$ cat config.mk
export PLATFORM = sky130hd
export DESIGN_NAME = pli_cell
export DESIGN_NICKNAME = d
export VERILOG_FILES = /design/src/sv/positional_list_insert_remove_defines.svh /design/src/sv/pli_pkg.sv /design/src/sv/pli_cell.sv
export SDC_FILE = /design/constraint.sdc
export NUM_CORES = 1
export LEC_CHECK = 0
export BUFFER_PORTS_ARGS = -buffer_cell sky130_fd_sc_hd__buf_2
export CORE_ASPECT_RATIO = 0.7
export CORE_MARGIN = 2
export CORE_UTILIZATION = 40
export DETAILED_ROUTE_END_ITERATION = 10
export GPL_TIMING_DRIVEN = 0
export PLACE_DENSITY = 0.82
export SKIP_CTS_REPAIR_TIMING = 1
export SLEW_MARGIN = 30
export SYNTH_ARGS = -nofsm -noshare
export SYNTH_HDL_FRONTEND = slang
export SYNTH_SLANG_ARGS = --single-unit
$ cat constraint.sdc
create_clock -name aclk -period 3.5 [get_ports aclk]
set_input_delay 0.525 -clock aclk [delete_from_list [all_inputs] [get_ports aclk]]
set_output_delay 0.525 -clock aclk [all_outputs]
set_load 0.05 [all_outputs]
$ cat src/sv/positional_list_insert_remove_defines.svh
// Assertion macros for the positional list block
`ifndef POSITIONAL_LIST_INSERT_REMOVE_DEFINES_SVH
`define POSITIONAL_LIST_INSERT_REMOVE_DEFINES_SVH

// same-cycle implication, checked outside reset
`define PLI_ASSERT_NOW(lbl, ante, cons, msg) \
    lbl: assert property (@(posedge aclk) disable iff (!aresetn) (ante) |-> (cons)) \
        else $error(msg);

// next-cycle implication, checked outside reset
`define PLI_ASSERT_NEXT(lbl, ante, cons, msg) \
    lbl: assert property (@(posedge aclk) disable iff (!aresetn) (ante) |=> (cons)) \
        else $error(msg);

`endif

$ cat src/sv/pli_pkg.sv
// Shared constants, codes and types of the positional list block
package pli_pkg;

    localparam int LIST_DEPTH  = 256;
    localparam int ELEM_W      = 32;
    localparam int IDX_W       = $clog2(LIST_DEPTH);
    localparam int CNT_W       = $clog2(LIST_DEPTH + 1);
    localparam int CMD_W       = 3;
    localparam int POS_W       = 9;
    localparam int ST_W        = 2;
    localparam int GROUP_SIZE  = 16;
    localparam int NUM_GROUPS  = LIST_DEPTH / GROUP_SIZE;

    localparam logic [CMD_W-1:0] CMD_INS_FRONT = 3'd0;
    localparam logic [CMD_W-1:0] CMD_INS_BACK  = 3'd1;
    localparam logic [CMD_W-1:0] CMD_INS_AT    = 3'd2;
    localparam logic [CMD_W-1:0] CMD_REM_FRONT = 3'd3;
    localparam logic [CMD_W-1:0] CMD_REM_BACK  = 3'd4;
    localparam logic [CMD_W-1:0] CMD_REM_AT    = 3'd5;

    localparam logic [ST_W-1:0] ST_OK    = 2'd0;
    localparam logic [ST_W-1:0] ST_FULL  = 2'd1;
    localparam logic [ST_W-1:0] ST_EMPTY = 2'd2;
    localparam logic [ST_W-1:0] ST_RANGE = 2'd3;

    typedef struct packed {
        logic              ins;
        logic              rem;
        logic [IDX_W-1:0]  at;
        logic [ELEM_W-1:0] data;
    } pli_ctl_t;

endpackage

$ cat src/sv/pli_cell.sv
// One list entry cell: holds a value and shifts with its neighbors
module pli_cell (
    input  logic                         aclk,
    input  pli_pkg::pli_ctl_t            ctl,
    input  logic [pli_pkg::IDX_W-1:0]    idx,
    input  logic [pli_pkg::ELEM_W-1:0]   left_val,
    input  logic [pli_pkg::ELEM_W-1:0]   right_val,
    output logic [pli_pkg::ELEM_W-1:0]   value,
    output logic [pli_pkg::ELEM_W-1:0]   tap
);
    import pli_pkg::*;

    logic [ELEM_W-1:0] value_reg;
    logic [ELEM_W-1:0] value_next;

    always_comb begin
        value_next = value_reg;
        if (ctl.ins) begin
            if (idx > ctl.at) begin
                value_next = left_val;
            end else if (idx == ctl.at) begin
                value_next = ctl.data;
            end
        end else if (ctl.rem && (idx >= ctl.at)) begin
            value_next = right_val;
        end
    end

    always_ff @(posedge aclk) begin
        value_reg <= value_next;
    end

    assign value = value_reg;
    assign tap   = (ctl.rem && (idx == ctl.at)) ? value_reg : '0;

endmodule

**Word-level counts from Yosys, hierarchy flattened**

Cells that the tools add are included.

- Bits in registers: 32
- Input bits: 115
- Output and inout bits: 64
- Word-level logic and storage cells: 14

- Magnitude comparators: 2
- Equality and inequality tests: 2
- Mux-type cells: 5
- Reductions and logical operators: 4

Operators by type and width:

| cell | number |
|---|---|
| 2-to-1 mux 32 bit | 5 |
| == test 8 bit | 1 |
| >= comparator 8 bit | 1 |
| greater-than comparator 8 bit | 1 |
| != test 3 x 1 -> 1 bit (second input constant) | 1 |
| logical AND 1 bit | 2 |
| AND reduction 2 bit | 1 |
| nonzero test 2 bit | 1 |

**Depth between registers and ports, before layout**

Gate-level depths: netlist of the first run.

- Depth after elaboration: 4
- Gate-level depth with buffers: 8
- Depth with buffers taken out: 7

**Worst setup path before layout of the first run**

Ideal clock, no wire load.

- Path type: in2out
- Start point: in ctl[39] (netlist name)
- End point: out tap[10] (netlist name)
- Arrival: 1.991 ns
- Data required time: 2.975 ns
- Slack: 0.984 ns
- Cell stages on the path: 6
- Path buffers: 1
- Cells stage by stage: inv_1 > ha_1 > nand4_4 > nor2_4 > clkbuf_1 > and3_1

- Longest elaborated chain between the ends: 3

Ends and longest elaborated chain:

| item | line | text |
|---|---|---|
| start, declared | pli_cell.sv:4 | `input pli_pkg::pli_ctl_t ctl,` |
| == test 8 bit | pli_cell.sv:34 | `assign tap = (ctl.rem && (idx == ctl.at)) ? value_reg : '0;` |
| logical AND 1 bit | pli_cell.sv:34 |  |
| 2-to-1 mux 32 bit | pli_cell.sv:34 |  |
| end, declared | pli_cell.sv:9 | `output logic [pli_pkg::ELEM_W-1:0] tap` |

No other way between the ends.

**Worst setup path in the final report of the first run**

- Start point: in ctl[35] (netlist name)
- End point: out tap[22] (netlist name)

Same word-level chain as after synthesis.

==> impl_results.md, run 1 <==
- Synth Net Count: 372
- CP delay by family, top: buffers and inverters
- Final Cycle Share: 80.3%
- Mapped Area: 0.00223 mm²
- Residual DRC: 0
- Power density cells: 400 mW/mm²
- Hold Crit Depth: 3
- Post-DP HPWL: 6.08 mm
- Min Clock Period, post-route: 2810 ps
- DR top layer: met4
- GRT Total Usage: 24.8%
- Leak: 1.71 nW
- Slew Limit Fails: 0
- Sequential-to-total area share from yosys stat: 43.1%
- Largest net degree at the start of global routing: 33
- Sequential cell fraction of total power: 40.3%
- Buf/Inv on CP: 4
- Max reg flops: 32
- DRT antenna net count: 0
- Routed vias/inst: 5.29
- Area leader, netlist: edfxtp_1
- Met3 WL post-DR: 676 µm
- Area grow syn2layout: 47.3%
- Hold slack: 587 ps
- TNS Setup: 0 ps
- CP max FO: 10
- Layout Utilization: 61.8%
- Switching Share: 40.6%
- Peak supply drop: 0.197 mV
- Antenna diodes: 0
- Post-placement cell area: 0.00321 mm²
- Clock sinks: 32
- Maxcap violations: 0
- Initial antenna violation count: 0
- WL/cell: 15.5 µm
- Crit path launch: ctl[35]
- Clock network power share: 20.3%
- Max Freq: 0.356 GHz
- Root buf cell: clkbuf_8
- Crit Path Category: primary input to output pin
- Final net count: 556
- DIE HEIGHT: 66.4 µm
- Worst-path clk slew: 70 ps
- PortBufs: 177
- Total power: 0.00131 W
- Die W: 93.2 µm
- Area of the multi-input gates: 0.00109 mm²
- Hold path endpoint: value[18]
- Synthesized area per cell: 8.95 µm²
- Hold Fails Final Rpt: 0
- Starting Density: 41.9%
- Crit start category: primary input
- DIE AREA: 0.00619 mm²
- Final instance area: 0.00328 mm²
- FFs w/ async S/R, synth: 0%
- Synth top area share: 43.1%
- Power share of the combinational group: 39.5%
- Post-synth EDFFs: 32
- Metal2 WL: 3.97 mm
- Worst path slowest cell: clkbuf_1
- CP Capture Type: output pin
- CTS tree: built
- Layout cell share with drive strength beyond 1: 46.7%
- Register area: 961 µm²
- Row count: 22
- Vias in the first global route: 2523
- Router iterations before antenna repair: 4
- 1st-iter DRT viols: 153
- Synth Flop Type: edfxtp_1
- Fill count: 483
- GPL Wtd Cong: 0.816
- Net Switching: 0.000533 W
- Cell Int Power: 0.000779 W
- H-tree depth: 2
- Core Region: 0.00531 mm²
- Worst Min Path Start: right_val[18]
- Mapped Cells: 249
- # IOs: 179
- Slew headroom: 48.8%
- Via count: 2672
- RSZ-0062 raised after global routing: false
- HP Class: primary input to flop
- Register bit total from synthesis: 32
- Synth area leaders: edfxtp_1 (43%), a31oi_1 (9.3%), and3_1 (9.0%)
- Worst endpoint required time: 2970 ps
- Num CTS Buffers: 5
- Critical path, cell by cell: buf_2 -> inv_1 -> ha_1 -> nand4_1 -> nor2_4 -> clkbuf_1 -> and3_1 -> buf_2
- First-pass GRT wire length: 11.9 mm
- Top post-synthesis cells by count: a31oi_1 (33), and3_1 (32), edfxtp_1 (32), nand3_1 (32), nor2_1 (32)
- Final setup violation count: 0
- Critical path arrival: 2290 ps
- Wl on met1: 3.11 mm
- Distinct cells, synth: 22
- Outcome: finished, final reports clean
- Count leader, synth: a31oi_1
- Routed wire length: 7.81 mm
- Worst slew pin tran: 767 ps
- YS warnings: 0
- CTS max path bufs: 2
- Total gr overflow: 0
- Most used cell, CP: buf_2
- Max stage delay on crit path: 340 ps
==> layout by cell type, fill, tap and decap left out, types with 11 or more instances in the layout <==
cell type  netlist  routed
a31oi_1         33      33
buf_2            6     183
edfxtp_1        32      32
o21ai_1         11      11
nand3_1         32      32
nor2_1          32      32
clkbuf_1        13      13
o21ai_0         23      23
and3_1          32      32
==> cells by family (layout without fill, tap and decap cells) <==
group | Yosys count | in the layout | synth area share, %
adders and majority gates | 8 | 8 | 4.49
and+or+nand+nor | 102 | 102 | 24.3
buffers and inverters | 33 | 217 | 7.92
DFF | 32 | 32 | 43.1
AOI/OAI and AO/OA | 74 | 74 | 20.2
==> final cells by class <==
type                    count  share of cell area (%)
plain buffers              25                    4.46
clock buffers               5                    2.10
clock inverters             2                   0.229
inverters                   8                   0.915
multi-input cells         184                    33.3
flip-flops and latches     32                    29.3
well taps                  72                    2.74
repair buffers            177                    27.0
==> power groups by stage <==
stage	logic (W)	clock network, W	registers, W
global route	0.000555	0.000291	0.000534
global placement	0.000509	0	0.000532
detailed placement	0.000518	0	0.000536
CTS	0.000519	0.000274	0.000528
floorplan	0.000147	0	0.000741
finish	0.000518	0.000266	0.000528
==> worst min-delay path: stages <==
cell and delay (ps):
buf_2 70, nor2_1 30, a31oi_1 120
==> routing by layer <==
metal | up-vias | track usage, %
li1 | 1301 | -
met1 | 1238 | 29.1
met2 | 129 | 43.9
met3 | 4 | 6.61
met4 | 0 | 9.19
met5 | - | 0
==> how the worst max path moves through the flow <==
| stage | end | slack, ps | depth (start not counted) |
|---|---|---|---|
| CTS | tap[22] | 680 | 8 |
| detailed placement | tap[22] | 700 | 8 |
| floorplan | tap[10] | 980 | 6 |
| global route | tap[14] | 560 | 8 |
| finish | tap[22] | 690 | 8 |
| global placement | value[20] | 610 | 7 |
==> stage by stage <==
step | instances | setup slack (ps)
detailed placement | 498 | 697
global placement | 498 | 612
CTS | 505 | 685
finish | 505 | 689
global route | 505 | 559
floorplan | 249 | 984
Power figures use the tool's default switching activity.
==> run 2, diff against run 1 <==
Clock period 3.5 ns to 2.7 ns, I/O delays scaled along.
==> run 2 against run 1 <==
- utilization about the same
- hold slack got worse by 120 ps
- global-route usage unchanged
- via count is 0.15% higher
- final cell count is the same
- critical path depth stayed put
- combinational power is 30% higher
- largest power group unchanged
==> impl_results.md, run 2 (synthesis gave the netlist of run 1 again) <==
- PortBufs: 177
- Leak: 1.71 nW
- Most frequent cells in the layout: buf_2 (183), a31oi_1 (33)
- Residual DRC: 0
- Most common cell after layout, fill and taps aside: buf_2
- Outcome: finished, final reports clean
- Vias in the first global route: 2523
- Largest net degree at the start of global routing: 33
- First-pass GRT wire length: 11.9 mm
- Final setup violation count: 0
- Max Freq: 0.389 GHz
- Power density cells: 518 mW/mm²
- CTS max path bufs: 2
- Fill count: 482
- Total gr overflow: 0
- Maxcap violations: 0
- Hold Crit Depth: 3
- Num CTS Buffers: 5
- Via count: 2676
- CTS tree: built
- WL/cell: 15.5 µm
- Antenna diodes: 0
- CP Capture Type: output pin
- Row count: 22
- Peak supply drop: 0.255 mV
- Max reg flops: 32
- GRT Total Usage: 24.8%
- Final net count: 556
- 1st-iter DRT viols: 154
- Crit start category: primary input
- Clock sinks: 32
- GPL Wtd Cong: 0.816
- Starting Density: 41.9%
- Worst-path clk slew: 70 ps
- H-tree depth: 2
- Routed vias/inst: 5.30
- Router iterations before antenna repair: 4
- DIE AREA: 0.00619 mm²
- Core Region: 0.00531 mm²
- Min Clock Period, post-route: 2570 ps
- Worst slew pin tran: 768 ps
- CP max FO: 10
- Critical path arrival: 2170 ps
- DRT antenna net count: 0
- Final Cycle Share: 95.2%
- Area grow syn2layout: 47.3%
- DIE HEIGHT: 66.4 µm
- Worst endpoint required time: 2300 ps
- Root buf cell: clkbuf_8
- Slew Limit Fails: 0
- Total power: 0.00170 W
- Layout cell share with drive strength beyond 1: 46.9%
- Hold Fails Final Rpt: 0
- Crit Path Category: primary input to output pin
- Hold slack: 467 ps
- RSZ-0062 raised after global routing: false
- Routed wire length: 7.83 mm
- HP Class: primary input to flop
- Post-DP HPWL: 6.08 mm
- Slew headroom: 48.8%
- Initial antenna violation count: 0
- Die W: 93.2 µm
- # IOs: 179
[run 2: worst max-delay path: stages]
cell and delay (ps):
buf_2 80, inv_1 30, ha_1 320, nand4_1 220, nor2_4 280, clkbuf_1 330, and3_1 220, buf_2 260
[run 2: per-layer routing]
metal  GRT usage, %  vias up  routed length (µm)
met5              0        -                   0
met3           6.61        4                 730
met2           43.9      140                3960
met4           9.19        0                  51
li1               -     1302                   -
met1           29.1     1230                3090
[run 2: worst paths after layout]
check / slack [ps] / from / endpoint
worst max-delay path: 130 / ctl[35] / tap[22]
worst min-delay path: 470 / right_val[18] / value[18]
[run 2: power breakdown]
| group | internal (W) | switching, W |
|---|---|---|
| sequential | 0.000648 | 0.0000363 |
| clock | 0.000170 | 0.000174 |
| combinational | 0.000191 | 0.000481 |
| total | 0.00101 | 0.000692 |
[run 2: stage by stage]
| stage | utilization (%) | cell area, µm² | setup WS, ps | cells | TNS [ps] |
|---|---|---|---|---|---|
| 4_1_cts | 61.8 | 3280 | 125 | 505 | 0 |
| 6_report | 61.8 | 3280 | 129 | 505 | 0 |
| 5_1_grt | 61.8 | 3280 | 2.58 | 505 | 0 |
| 3_5_place_dp | 60.3 | 3210 | 137 | 498 | 0 |
| 3_3_place_gp | 60.3 | 3200 | -67.5 | 498 | -2100 |
| 2_1_floorplan | - | 2230 | 359 | 249 | 0 |
[run 2: cell type report]
cell class / instances / area [µm²] / share of cell area, %
inverters: 8 / 30.0 / 0.915
well taps: 72 / 90.1 / 2.74
clock buffers: 5 / 68.8 / 2.10
plain buffers: 25 / 148 / 4.50
multi-input cells: 184 / 1090 / 33.3
clock inverters: 2 / 7.51 / 0.229
repair buffers: 177 / 886 / 27.0
flip-flops and latches: 32 / 961 / 29.3
==> run 3, diff against run 2 <==
Settings changed: REMOVE_ABC_BUFFERS set to 1.
==> run 3 against run 2 <==
- design area down 1.8%
- largest power group unchanged
- die area unchanged
- critical path depth fell by 1
- via count decreased by 2.8%
- maximum frequency increased by 0.34%
- largest cell class unchanged
- highest routed layer unchanged
- sequential power hardly changed
- wire length shrank 5.8%
- utilization is 1.1 points lower
- final cell count shrank 3.8%
==> impl_results.md, run 3 (synthesis gave the netlist of run 1 again) <==
- Slew Limit Fails: 0
- Hold Fails Final Rpt: 0
- Layout cell share with drive strength beyond 1: 47.8%
- Peak supply drop: 0.286 mV
- Starting Density: 41.9%
- Total power: 0.00170 W
- Max Freq: 0.390 GHz
- Post-placement cell area: 0.00312 mm²
- Final instance area: 0.00323 mm²
- Power density cells: 527 mW/mm²
- Most used cell, CP: buf_2
- Max reg flops: 32
- RSZ-0062 raised after global routing: false
- GRT Total Usage: 23.0%
- Root buf cell: clkbuf_8
- Sequential cell fraction of total power: 40.1%
- Power share of the combinational group: 39.3%
- CTS max path bufs: 2
- Most common cell after layout, fill and taps aside: buf_2
- Initial antenna violation count: 0
- Row count: 22
- 1st-iter DRT viols: 190
- Clock sinks: 32
- Max stage delay on crit path: 520 ps
- Worst slew pin tran: 761 ps
- WL/cell: 15.2 µm
- Critical path arrival: 2160 ps
- CTS tree: built
- Hold slack: 470 ps
- Placed instance count: 476
- Switching Share: 40.4%
- Largest net degree at the start of global routing: 66
- DIE AREA: 0.00619 mm²
- Crit path launch: ctl[35]
- Min Clock Period, post-route: 2560 ps
- Vias in the first global route: 2464
- Crit start category: primary input
- Worst-path clk slew: 70 ps
- Core Region: 0.00531 mm²
- Maxcap violations: 0
- Worst Min Path Start: right_val[31]
- Residual DRC: 0
- Antenna diodes: 0
- Num CTS Buffers: 5
- Crit Path Category: primary input to output pin
- Routed wire length: 7.38 mm
- CP max FO: 17
- Routed vias/inst: 5.35
- DIE HEIGHT: 66.4 µm
- Leak: 1.67 nW
- Final Cycle Share: 94.9%
- Final Non-Filler Cells: 486
- Die W: 93.2 µm
- Fill count: 475
- DRT antenna net count: 0
- Net Switching: 0.000687 W
- Final setup violation count: 0
- Clock network power share: 20.5%
- Total gr overflow: 0
- Outcome: finished, final reports clean
- Critical path, cell by cell: buf_2 -> inv_1 -> ha_1 -> nand4_1 -> nor2_4 -> and3_1 -> buf_2
- PortBufs: 178
- H-tree depth: 2
- CP Capture Type: output pin
- Post-DP HPWL: 5.11 mm
- Worst setup endpoint: tap[14]
- Cell Int Power: 0.00101 W
- Via count: 2601
- HP Class: primary input to flop
- Final net count: 536
- # IOs: 179
- GPL Wtd Cong: 0.732
- Most frequent cells in the layout: buf_2 (176), a31oi_1 (33)
- First-pass GRT wire length: 11.1 mm
- Worst path slowest cell: nor2_4
- Worst endpoint required time: 2300 ps
- Router iterations before antenna repair: 5
- Slew headroom: 49.3%
- Area grow syn2layout: 44.7%
- Layout Utilization: 60.7%
## run 3: cell count changes in the layout (fill, tap and decap cells not counted), moves of 2 or more
cell | previous run | this run
buf_2 | 183 | 176
buf_4 | 0 | 2
buf_6 | 6 | 1
clkbuf_1 | 12 | 0
clkinv_2 | 0 | 2
## run 3: worst max-delay path: cells and delay by family
kind | cells | cell delay [ps]
adders and majority gates | 1 | 320
buffers and inverters | 3 | 380
and+or+nand+nor | 3 | 1060
## run 3: worst min path at each step
stage | depth (start not counted) | to
floorplan | 1 | value[0]
global placement | 3 | value[9]
detailed placement | 3 | value[8]
CTS | 3 | value[9]
global route | 3 | value[19]
finish | 3 | value[31]
## run 3: power by group through the flow
stage / Sequential (W) / Clock (W) / Combinational, W
final: 0.000682 / 0.000348 / 0.000668
after detailed placement: 0.000693 / 0 / 0.000666
after global routing: 0.000691 / 0.000388 / 0.000714
after floorplan: 0.000960 / 0 / 0.000162
after global placement: 0.000689 / 0 / 0.000639
after CTS: 0.000682 / 0.000356 / 0.000667
## run 3: cell type report
cell class | count | area, µm² | area share, %
flip-flops and latches | 32 | 961 | 29.8
well taps | 72 | 90.1 | 2.79
repair buffers | 181 | 942 | 29.2
clock inverters | 3 | 13.8 | 0.427
clock buffers | 5 | 68.8 | 2.13
inverters | 8 | 30.0 | 0.931
multi-input cells | 185 | 1120 | 34.7
## run 3: per-stage QoR
step / TNS, ps / worst slack [ps]
final: 0 / 138
after CTS: 0 / 17.5
after floorplan: 0 / 150
after global placement: -29620 / -805
after global routing: 0 / 11.1
after detailed placement: -1460 / -123
## run 3: layer usage
| metal | global-route usage (%) | vias up | wire length, µm |
|---|---|---|---|
| li1 | - | 1262 | - |
| met5 | 0 | - | 0 |
| met1 | 25.6 | 1212 | 2820 |
| met3 | 5.93 | 2 | 636 |
| met2 | 44.6 | 125 | 3890 |
| met4 | 4.78 | 0 | 29 |
